## config.mk

```make
export PLATFORM = sky130hd
export DESIGN_NAME = grc_ctrl
export DESIGN_NICKNAME = d
export VERILOG_FILES = /design/src/rtl/grid_ray_caster_defines.svh /design/src/rtl/grc_pkg.sv /design/src/rtl/grc_ctrl.sv
export SDC_FILE = /design/constraint.sdc
export NUM_CORES = 1
export LEC_CHECK = 0
export ABC_AREA = 1
export BUFFER_PORTS_ARGS = -buffer_cell sky130_fd_sc_hd__buf_4
export CORE_ASPECT_RATIO = 1.75
export CORE_UTILIZATION = 54
export DETAILED_ROUTE_END_ITERATION = 12
export GPL_TIMING_DRIVEN = 0
export PLACE_DENSITY = 0.8
export SYNTH_ARGS = -nofsm -noshare
export SYNTH_HDL_FRONTEND = slang
export SYNTH_SLANG_ARGS = --single-unit
```

## constraint.sdc

```tcl
create_clock -name clk -period 1.8 [get_ports clk]
set_clock_uncertainty 0.05 [all_clocks]
set_input_delay 0.09 -clock clk [delete_from_list [all_inputs] [get_ports clk]]
set_output_delay 0.09 -clock clk [all_outputs]
set_load 0.02 [all_outputs]
```

## src/rtl/grid_ray_caster_defines.svh

```systemverilog
// ----------------------------------------------------------------------------
// grid_ray_caster_defines
// assertion macros for the grid ray caster, removed when ASSERT_OFF is set
// ----------------------------------------------------------------------------
`ifndef GRID_RAY_CASTER_DEFINES_SVH
`define GRID_RAY_CASTER_DEFINES_SVH

`ifndef ASSERT_OFF
`define GRC_ASSERT(label, prop, msg) \
  label: assert property (@(posedge clk) disable iff (rst) prop) else $error(msg);
`define GRC_ASSERT_ALWAYS(label, prop, msg) \
  label: assert property (@(posedge clk) prop) else $error(msg);
`else
`define GRC_ASSERT(label, prop, msg)
`define GRC_ASSERT_ALWAYS(label, prop, msg)
`endif

`endif

```

## src/rtl/grc_pkg.sv

```systemverilog
// ----------------------------------------------------------------------------
// grc_pkg
// shared constants, payload words and control structs of the grid ray caster
// ----------------------------------------------------------------------------
package grc_pkg;

  localparam int MAP_DIM_DEF = 64;
  localparam int FRAC_BITS   = 16;
  localparam int ANGLE_BITS  = 12;
  localparam int CFG_W       = 7;
  localparam int TILE_W      = 6;
  localparam int POS_W       = 22;
  localparam int OUT_W       = 24;
  localparam int WALK_W      = 32;
  localparam int CORD_W      = 34;
  localparam int CORD_STEPS  = 30;
  localparam int MAG_W       = 31;
  localparam int SAT_SHIFT   = 10;
  localparam int RAT_W       = FRAC_BITS + SAT_SHIFT;
  localparam int SLOPE_W     = RAT_W + 2;
  localparam int SQ_W        = 64;
  localparam int ROOT_STEPS  = SQ_W / 2;
  localparam int SQ_TERMS    = 4;
  localparam int CNT_W       = 6;

  localparam logic OP_TILE = 1'b0;
  localparam logic OP_CAST = 1'b1;

  localparam logic REG_MAP_COLS = 1'b0;
  localparam logic REG_MAP_ROWS = 1'b1;

  localparam logic [CFG_W-1:0] DIM_RESET = CFG_W'(64);

  // arctangent of 2^-i in units of 2^-32 turn
  localparam logic [29:0] ATAN_TURN [CORD_STEPS] = '{
    30'd536870912, 30'd316933406, 30'd167458907, 30'd85004756, 30'd42667331,
    30'd21354465, 30'd10679838, 30'd5340245, 30'd2670163, 30'd1335087,
    30'd667544, 30'd333772, 30'd166886, 30'd83443, 30'd41722,
    30'd20861, 30'd10430, 30'd5215, 30'd2608, 30'd1304,
    30'd652, 30'd326, 30'd163, 30'd81, 30'd41,
    30'd20, 30'd10, 30'd5, 30'd3, 30'd1
  };

  typedef struct packed {
    logic                  op;
    logic [TILE_W-1:0]     tile_row;
    logic [TILE_W-1:0]     tile_col;
    logic                  tile_is_wall;
    logic [POS_W-1:0]      pos_x;
    logic [POS_W-1:0]      pos_y;
    logic [ANGLE_BITS-1:0] heading;
  } req_t;

  typedef struct packed {
    logic signed [OUT_W-1:0] hit_x;
    logic signed [OUT_W-1:0] hit_y;
    logic [OUT_W-1:0]        distance;
    logic                    vertical_hit;
  } rsp_t;

  typedef struct packed {
    logic             clear_step;
    logic             tile_write;
    logic             load_ray;
    logic             cord_step;
    logic             div_load;
    logic             div_step;
    logic             div_store;
    logic             walk_init;
    logic             walk_read;
    logic             walk_step;
    logic             walk_save;
    logic             sq_step;
    logic             sel_load;
    logic             root_step;
    logic             out_load;
    logic             pass;
    logic [CNT_W-1:0] cnt;
  } cmd_t;

  typedef struct packed {
    logic clear_last;
    logic axis;
    logic in_map;
    logic wall;
    logic out_free;
  } stat_t;

endpackage

```

## src/rtl/grc_ctrl.sv

```systemverilog
// ----------------------------------------------------------------------------
// grc_ctrl
// sequencer of the ray caster: map clear, cordic, divides, walks, root
// ----------------------------------------------------------------------------
module grc_ctrl import grc_pkg::*; (
  input  logic  clk,
  input  logic  rst,
  input  logic  in_valid,
  input  logic  in_op,
  output logic  in_ready,
  input  stat_t stat,
  output cmd_t  cmd
);

  typedef enum logic [12:0] {
    ST_CLEAR  = 13'b0000000000001,
    ST_IDLE   = 13'b0000000000010,
    ST_ROT    = 13'b0000000000100,
    ST_DIVSET = 13'b0000000001000,
    ST_DIV    = 13'b0000000010000,
    ST_DIVEND = 13'b0000000100000,
    ST_WINIT  = 13'b0000001000000,
    ST_WRD    = 13'b0000010000000,
    ST_WCHK   = 13'b0000100000000,
    ST_SQ     = 13'b0001000000000,
    ST_SEL    = 13'b0010000000000,
    ST_ROOT   = 13'b0100000000000,
    ST_DONE   = 13'b1000000000000
  } state_t;

  state_t           state, state_next;
  logic [CNT_W-1:0] cnt, cnt_next;
  logic             pass, pass_next;

  always_ff @(posedge clk) begin
    if (rst) begin
      state <= ST_CLEAR;
      cnt   <= '0;
      pass  <= 1'b0;
    end else begin
      state <= state_next;
      cnt   <= cnt_next;
      pass  <= pass_next;
    end
  end

  always_comb begin
    state_next = state;
    cnt_next   = cnt;
    pass_next  = pass;
    cmd        = '0;
    cmd.pass   = pass;
    cmd.cnt    = cnt;
    in_ready   = (state == ST_IDLE);
    unique case (state)
      ST_CLEAR: begin
        cmd.clear_step = 1'b1;
        if (stat.clear_last) state_next = ST_IDLE;
      end
      ST_IDLE: begin
        if (in_valid) begin
          if (in_op == OP_CAST) begin
            cmd.load_ray = 1'b1;
            cnt_next     = '0;
            pass_next    = 1'b0;
            state_next   = ST_ROT;
          end else begin
            cmd.tile_write = 1'b1;
          end
        end
      end
      ST_ROT: begin
        if (stat.axis) begin
          state_next = ST_DIVSET;
        end else begin
          cmd.cord_step = 1'b1;
          cnt_next      = cnt + 1'b1;
          if (cnt == CNT_W'(CORD_STEPS - 1)) state_next = ST_DIVSET;
        end
      end
      ST_DIVSET: begin
        cmd.div_load = 1'b1;
        cnt_next     = '0;
        state_next   = ST_DIV;
      end
      ST_DIV: begin
        cmd.div_step = 1'b1;
        cnt_next     = cnt + 1'b1;
        if (cnt == CNT_W'(RAT_W - 1)) state_next = ST_DIVEND;
      end
      ST_DIVEND: begin
        cmd.div_store = 1'b1;
        if (!pass) begin
          pass_next  = 1'b1;
          state_next = ST_DIVSET;
        end else begin
          pass_next  = 1'b0;
          state_next = ST_WINIT;
        end
      end
      ST_WINIT: begin
        cmd.walk_init = 1'b1;
        state_next    = ST_WRD;
      end
      ST_WRD: begin
        if (!stat.in_map) begin
          cmd.walk_save = 1'b1;
          if (!pass) begin
            pass_next  = 1'b1;
            state_next = ST_WINIT;
          end else begin
            cnt_next   = '0;
            state_next = ST_SQ;
          end
        end else begin
          cmd.walk_read = 1'b1;
          state_next    = ST_WCHK;
        end
      end
      ST_WCHK: begin
        if (stat.wall) begin
          cmd.walk_save = 1'b1;
          if (!pass) begin
            pass_next  = 1'b1;
            state_next = ST_WINIT;
          end else begin
            cnt_next   = '0;
            state_next = ST_SQ;
          end
        end else begin
          cmd.walk_step = 1'b1;
          state_next    = ST_WRD;
        end
      end
      ST_SQ: begin
        cmd.sq_step = 1'b1;
        cnt_next    = cnt + 1'b1;
        if (cnt == CNT_W'(SQ_TERMS - 1)) state_next = ST_SEL;
      end
      ST_SEL: begin
        cmd.sel_load = 1'b1;
        cnt_next     = '0;
        state_next   = ST_ROOT;
      end
      ST_ROOT: begin
        cmd.root_step = 1'b1;
        cnt_next      = cnt + 1'b1;
        if (cnt == CNT_W'(ROOT_STEPS - 1)) state_next = ST_DONE;
      end
      ST_DONE: begin
        if (stat.out_free) begin
          cmd.out_load = 1'b1;
          state_next   = ST_IDLE;
        end
      end
      default: state_next = ST_CLEAR;
    endcase
  end

endmodule

```

* Word level (Yosys, flattened, before mapping)
Index checks and enable logic that the tools add are counted.
** Word-level totals
- Register bits after elaboration :: 20
- Input bits :: 9
- Output and inout port bits :: 23
** Cells by class
- $add $sub $neg :: 1
- Equal/unequal tests :: 28
- Mux-type cells :: 50
- Reductions and logical operators :: 7
** Operators by type and width (count)
- 13-bit one-hot mux with 13 select lines :: 1
- 13-bit two-way mux :: 10
- 6-bit two-way mux :: 6
- 6-bit one-hot mux with 6 select lines :: 1
- 1-bit two-way mux :: 25
- 10-bit two-way mux :: 2
- 2-bit != test (second input constant) :: 10
- 6-bit by 5-bit == test with 1-bit output (second input constant) :: 3
- 13-bit by 1-bit == test with 1-bit output (second input constant) :: 1
- 13-bit by 10-bit == test with 1-bit output (second input constant) :: 1
- 13-bit by 11-bit == test with 1-bit output (second input constant) :: 1
- 13-bit by 12-bit == test with 1-bit output (second input constant) :: 1
- 13-bit == test (second input constant) :: 1
- 13-bit by 2-bit == test with 1-bit output (second input constant) :: 1
- 13-bit by 3-bit == test with 1-bit output (second input constant) :: 1
- 13-bit by 4-bit == test with 1-bit output (second input constant) :: 1
- 13-bit by 5-bit == test with 1-bit output (second input constant) :: 1
- 13-bit by 6-bit == test with 1-bit output (second input constant) :: 1
- 13-bit by 7-bit == test with 1-bit output (second input constant) :: 1
- 13-bit by 8-bit == test with 1-bit output (second input constant) :: 1
- 13-bit by 9-bit == test with 1-bit output (second input constant) :: 1
- 8-bit AND reduction :: 1
- 7-bit two-way mux :: 1
- 6-bit by 1-bit adder with 6-bit output (second input constant) :: 1
- 11 further kinds :: 12

* Depth between registers and ports, before layout
Gate-level depths: netlist (run 1).
- Depth after elaboration :: 4
- Gate-level depth with buffers :: 13

* Worst setup path before layout (run 1)
No wires, ideal clock.
- Path kind :: reg-to-reg
- From :: reg cnt[0]
- To :: reg state[2]
- Setup time :: 113 ps
- Arrival time :: 1661 ps
- Path slack :: -24 ps
- Stages on the path, launching flop included :: 13
- Clock period less this slack :: 1824 ps
- Cells stage by stage :: dfxtp_1 -> ha_1 -> inv_1 -> nor2_2 -> nand2_1 -> nand3_1 -> nand2_1 -> nor2_1 -> nand2_1 -> nor2_2 -> inv_2 -> o21ai_1 -> inv_1
** On the way
- Word-level cells in the longest chain between the ends :: 3
- Elaborated cells between the ends (all ways) :: 9
- Those cells by class :: 8 x eq/ne; 1 x reduce/logical
** Ends and longest elaborated chain
- start: declaration :: line grc_ctrl.sv:32 : logic [CNT_W-1:0] cnt, cnt_next;
- start signal: assignment :: line grc_ctrl.sv:42 : cnt <= cnt_next;
- 6-bit by 5-bit == test with 1-bit output (tied with other cells) :: line grc_ctrl.sv:78 : if (cnt == CNT_W'(CORD_STEPS - 1)) state_next = ST_DIVSET;
- 3-bit != test (no source line) or 2-bit != test (tied branches)
- 8-bit AND reduction (no source line) (*)
- end signal: assignment :: line grc_ctrl.sv:41 : state <= state_next;
- end: declaration :: line grc_ctrl.sv:31 : state_t state, state_next;
Every way passes the cells marked *; elsewhere a longest branch is shown, timed or not.
A chain may end at the register's enable or synchronous reset.

* Worst setup path in the final report (run 1)
- From :: reg cnt[0]
- To :: reg state[1]
The elaborated chain is that of the path after synthesis.

==> results by group, run 1 <==
Hold path
  – Hold Path Class: input port to flop

Final layout
  – Register area: 414 sq um
  – Final instance area: approximately 1900 sq um
  – Fillers: between 200 and 250
  – Ant. Diodes: 0
  – Final Non-Filler Cells: ~300
  – Area growth syn-to-layout: 30.8%
  – Fraction of layout cells with a size suffix above 1: between 30% and 40%
  – Multi-input gate area: roughly 950 sq um
  – Nets@finish: 282

Place
  – GPL Wtd Cong: 0.873
  – IO Port Bufs: 30
  – Placed cells: 288
  – DP Wirelength: 2.97 mm
  – Area after DPL: ~1700 sq um

CTS
  – Clock transition at path regs: 80 ps
  – Worst-Skew Late Latency: between 200 and 300 ps
  – CTS max path bufs: 2
  – CTS Buf Count: 3
  – CTS tree: done
  – Clk root buf: clkbuf_8
  – Hold_buf cts: 0
  – H-tree depth reported by CTS: 1
  – CTS sink count: 20

Critical path
  – CP Capture Type: flop
  – Arr. time, crit path: 1870 ps
  – CP Max Fanout: 6
  – WP data required: around 1900 ps
  – Flop2flop setup slack: 40 ps
  – Startpoint Class: flop
  – Crit path kind: flop to flop

Synth
  – Number of synthesized flops with an enable pin: 0
  – Most frequent cells after synthesis: 47 x nand2_1, 39 x inv_1, 38 x nor2_1
  – Synth Instances: 232
  – Synth area leaders: dfxtp_1 28%, nand2_1 12%, inv_1 10%
  – Post-synth ARST share: 0%
  – Yosys warns: 0
  – Synth Flop Type: dfxtp_1
  – Sequential area share after synthesis: about 28%
  – Synthesized Nets: 243
  – Yosys top cell area share: 27.7%
  – Synthesized cell area: 1440 sq um
  – Yosys reg bits: 20
  – Synth area leader: dfxtp_1
  – Synth unique cells: 29
  – Avg Cell Area, Syn: 6.22 sq um
  – Most common cell in the netlist: nand2_1

STA
  – Fmax: 567 MHz
  – RSZ-0062 raised after global routing: true
  – Period utilization: between 90% and 100%
  – Slew @ Worst Pin: around 510 ps
  – Max-slew violations: 0
  – Final min period: 1760 ps
  – Setup violators final: 0
  – Endpoints failing hold: 0
  – Slew HR: between 60 and 70%
  – Final TNS setup: 0 ps

Global route
  – Pin count of the biggest net entering global routing: 12
  – Vias in the first global route: 1,408
  – All-Layer GR Usage: between 20% and 30%
  – Initial antenna violation count: 0
  – First-pass GRT wire length: 5.72 mm
  – Global route total overflow: 0

Drt
  – DRC: 0
  – Initial DRC Count: 53
  – WL/cell: between 10 and 15 um
  – Vias after detailed routing: 1,605
  – Wirelength, routed: 3.90 mm
  – Remaining antenna violation count: 0
  – Vias per inst: between 5 and 6
  – Detailed Routing Iterations Pass 1: 4

Die
  – Core box area: 2520 sq um
  – Initial core utilization: 57.2%
  – Row cnt: 24
  – Die Span X: 41.1 um
  – Die height: between 70 and 80 um
  – Die area: about 2900 sq um
  – Boundary Pins: 32

Pwr
  – Pwr/cell area: 1180 nW/um^2
  – Maximum vdd drop: roughly 0.95 mV
  – Leakage Power: 0.000987 uW
  – Pwr Total: 2230 uW

Status
  – Status: complete, no violations

Flow run
  – # Max-Cap Violations: 0
-- logic make-up (layout without fill, tap and decap cells) --
kind of cell             count (synthesis)  count (layout)  synth area share, %
AND/OR/NAND/NOR                        155             155                 53.6
buffers and inverters                   43              81                 12.2
flip-flops                              20              20                 27.7
AO/OA/AOI/OAI                           12              12                 4.68
adder cells (fa/ha/maj)                  2               2                 1.73
-- critical path, cell delays in order, from the launching register on --
cell and delay (ps):
dfxtp_4 370, ha_4 150, inv_1 50, nor2_2 100, nand2_1 70, nand3_1 80, nand2_1 70, nor2_2 120
nand2_2 100, nor2_4 220, buf_4 160, nand2_1 40, nand2_1 50, a21oi_1 40
-- registers in the layout (all words and copies together), names as in the netlist --
signal and cells:
state 13, cnt 6, pass 1
-- layout make-up --
type / count / share of cell area, %
Tap cell: 26 / 1.72
Inverter: 40 / 8.08
Sequential cell: 20 / 21.9
Timing Repair Buffer: 34 / 13.5
Clock buffer: 4 / 2.91
Multi-Input combinational cell: 169 / 50.5
Buffer: 3 / 1.39
-- final timing paths --
check / depth (start not counted) / endpoint / from
max: 13 / state[1] / cnt[0]
min: 4 / state[12] / stat[0]
max reg2reg: 13 / state[1] / cnt[0]
min reg2reg: 2 / state[0] / state[0]
-- metrics by stage --
stage,utilization (%),setup slack (ps),hold slack (ps)
2_1_floorplan,-,20.5,210
3_3_place_gp,67.5,-229,368
3_5_place_dp,67.5,-214,370
4_1_cts,72.0,12.6,93.6
5_1_grt,74.9,-72.5,116
6_report,74.9,36.9,92.6
-- routing by layer --
layer	up-vias	GRT usage (%)	share of wire (%)
met5	-	0	0
met4	0	9.68	2.6
met3	15	4.44	4.1
met2	60	51.6	57
met1	723	28.4	36
li1	807	-	-
-- placed cells by master, fill, tap and decap left out, types with 2 or more instances in the layout --
cell type  instances
dfxtp_2            8
o21ai_0            2
dfxtp_1           11
a21oi_1            5
nand2_4            3
o21ai_1            2
nand3_2            2
nor2_2            12
nand4_1            7
buf_4             35
nor3_1             3
nand3b_1           2
nor2_4             7
inv_1             39
clkbuf_8           4
nand2_1           45
nor2_1            31
nand3_1           24
nor3_2             4
nand2_2           11
-- power by group --
group | total (uW) | switching, uW | internal, uW
clock network | 351 | 156 | 195
logic | 1280 | 814 | 463
registers | 597 | 74.3 | 522
-- repair_timing --
action,4_1_cts,5_1_grt
setup buffers,3,1
gates resized for setup,9,23
setup endpoints to repair,11,19
pin swaps,1,9
Note: power is estimated with default switching activity, not from simulation.
==> inputs of run 2 (changes only) <==
--- a/config.mk
+++ b/config.mk
@@ -8,10 +8,9 @@
 export ABC_AREA = 1
 export BUFFER_PORTS_ARGS = -buffer_cell sky130_fd_sc_hd__buf_4
 export CORE_ASPECT_RATIO = 1.75
-export CORE_UTILIZATION = 54
+export CORE_UTILIZATION = 40
 export DETAILED_ROUTE_END_ITERATION = 12
 export GPL_TIMING_DRIVEN = 0
-export PLACE_DENSITY = 0.8
 export SYNTH_ARGS = -nofsm -noshare
 export SYNTH_HDL_FRONTEND = slang
 export SYNTH_SLANG_ARGS = --single-unit
==> results by group, run 2 (same netlist as run 1, synthesis figures left out) <==
CTS
  – CTS tree: done (unchanged)
  – CTS max path bufs: 2 (unchanged)
  – Clock transition at path regs: 90 ps (was 80 ps)
  – Worst-Skew Late Latency: 270 ps (was 260 ps)
  – H-tree depth reported by CTS: 1 (unchanged)
  – CTS Buf Count: 3 (unchanged)
  – CTS sink count: 20 (unchanged)
  – Clk root buf: clkbuf_8 (unchanged)

Critical path
  – CP Capture Type: flop (unchanged)
  – Startpoint Class: flop (unchanged)
  – CP Max Fanout: 5 (was 6)
  – WP data required: 1900 ps (was 1910 ps)
  – Arr. time, crit path: 1820 ps (was 1870 ps)
  – Crit path kind: flop to flop (unchanged)

Final layout
  – Final Non-Filler Cells: 318 (was 296)
  – Final instance area: 2000 sq um (was 1890 sq um)
  – Register bank with the most flops: state (unchanged)
  – Max reg flops: 13 (unchanged)
  – Nets@finish: 285 (was 282)
  – Area growth syn-to-layout: 38.6% (was 30.8%)
  – Commonest non-fill, non-tap cell in the layout: nand2_1 (unchanged)
  – Fraction of layout cells with a size suffix above 1: 37.7% (was 35.2%)
  – Largest registers: state: 13 flops, cnt: 6 flops, pass: 1 flops (unchanged)
  – Most frequent cells in the layout: 45 x nand2_1, 37 x inv_1, 36 x buf_4 (was 45 x nand2_1, 39 x inv_1, 35 x buf_4)
  – Ant. Diodes: 0 (unchanged)

Drt
  – WL/cell: 13.1 um (was 13.2 um)
  – Initial DRC Count: 23 (was 53)
  – Vias per inst: 4.97 (was 5.42)
  – Vias after detailed routing: 1,580 (was 1,605)
  – DRC: 0 (unchanged)
  – Detailed Routing Iterations Pass 1: 4 (unchanged)
  – Wirelength, routed: 4.17 mm (was 3.90 mm)
  – Remaining antenna violation count: 0 (unchanged)

STA
  – RSZ-0062 raised after global routing: true (unchanged)
  – Endpoints failing hold: 0 (unchanged)
  – Period utilization: 95.9% (was 97.9%)
  – Setup violators final: 0 (unchanged)
  – Final min period: 1730 ps (was 1760 ps)
  – Fmax: 579 MHz (was 567 MHz)
  – Final TNS setup: 0 ps (unchanged)
  – Max-slew violations: 0 (unchanged)
  – Slew @ Worst Pin: 512 ps (was 514 ps)
  – Slew HR: 65.9% (was 65.7%)
  – Hold_ws: 85.4 ps (was 92.6 ps)

Die
  – Core box area: 3400 sq um (was 2520 sq um)
  – Die height: 81.5 um (was 70.4 um)
  – Row cnt: 28 (was 24)
  – Die Span X: 47.4 um (was 41.1 um)
  – Boundary Pins: 32 (unchanged)
  – Die area: 3860 sq um (was 2890 sq um)
  – Initial core utilization: 42.5% (was 57.2%)

Place
  – IO Port Bufs: 30 (unchanged)
  – GPL Wtd Cong: 0.882 (was 0.873)
  – Placed cells: 307 (was 288)
  – DP Wirelength: 3.24 mm (was 2.97 mm)
  – Area after DPL: 1730 sq um (was 1700 sq um)

Hold path
  – Hold Path Class: input port to flop (unchanged)

Pwr
  – Pwr/cell area: 1220 nW/um^2 (was 1180 nW/um^2)
  – Maximum vdd drop: 0.675 mV (was 0.945 mV)
  – Leakage Power: 0.00101 uW (was 0.000987 uW)

Global route
  – Vias in the first global route: 1,465 (was 1,408)
  – Global route total overflow: 0 (unchanged)
  – All-Layer GR Usage: 23.3% (was 28.1%)
  – First-pass GRT wire length: 6.36 mm (was 5.72 mm)
  – Initial antenna violation count: 0 (unchanged)
  – Pin count of the biggest net entering global routing: 13 (was 12)

Flow run
  – # Max-Cap Violations: 0 (unchanged)

Status
  – Status: complete, no violations (unchanged)
run 2: area by class of cell:
| class | instances | area, sq um |
|---|---|---|
| well taps | 45 | 56.3 |
| clock inverters | 1 | 30.0 |
| repair buffers | 36 | 274 |
| fillers | 351 | 1400 |
| multi-input cells | 170 | 1000 |
| flip-flops and latches | 20 | 419 |
| plain buffers | 3 | 26.3 |
| inverters | 40 | 150 |
| clock buffers | 3 | 41.3 |
run 2: repair_timing:
item / CTS / global route
pin swaps: 2 / 12
gates resized for setup: 15 / 31
setup buffers: 3 / 3
gates cloned: 0 / 1
endpoints found under the setup margin: 12 / 17
hold buffers: 0 / 0
run 2: power by group:
part	leakage (uW)	internal [uW]	switching (uW)	total, uW
clock	0.0000357	298	172	469
combinational	0.000803	509	852	1360
sequential	0.000167	525	84.2	609
run 2: per-layer routing:
layer | GRT usage [%] | part of all wire [%] | vias to the layer above | wire length [um]
met5 | 0 | 0 | - | 0
met4 | 12.3 | 3.7 | 0 | 156
met3 | 2.20 | 2.5 | 13 | 104
met2 | 42.6 | 57 | 37 | 2360
met1 | 24.3 | 37 | 720 | 1550
li1 | - | - | 810 | -
run 2: worst paths after layout:
kind,end,start,cells past startpoint,slack [ps]
max,state[0],cnt[1],12,70
min,state[12],stat[0],4,90
max reg2reg,state[0],cnt[1],12,70
min reg2reg,state[9],pass,2,470
run 2: stage by stage:
| step | total power [uW] | utilization (%) | setup slack, ps |
|---|---|---|---|
| finish | 2440 | 58.9 | 73.1 |
| global route | 2590 | 58.9 | -41.9 |
| CTS | 2270 | 55.2 | 10.7 |
| detailed placement | 1710 | 50.8 | -280 |
| global placement | 1710 | 50.8 | -283 |
| floorplan | 1410 | - | 20.5 |
run 2: worst max-delay path: stages (launching register included):
cell and delay [ps]:
dfxtp_4 370, ha_4 140, inv_1 40, nor2_2 120, nand2_1 80, nand3_1 70
nand2_1 70, nor2_2 140, nand2_2 90, nor2_4 160, nand2_2 110, o21ai_1 90
nand2_1 60
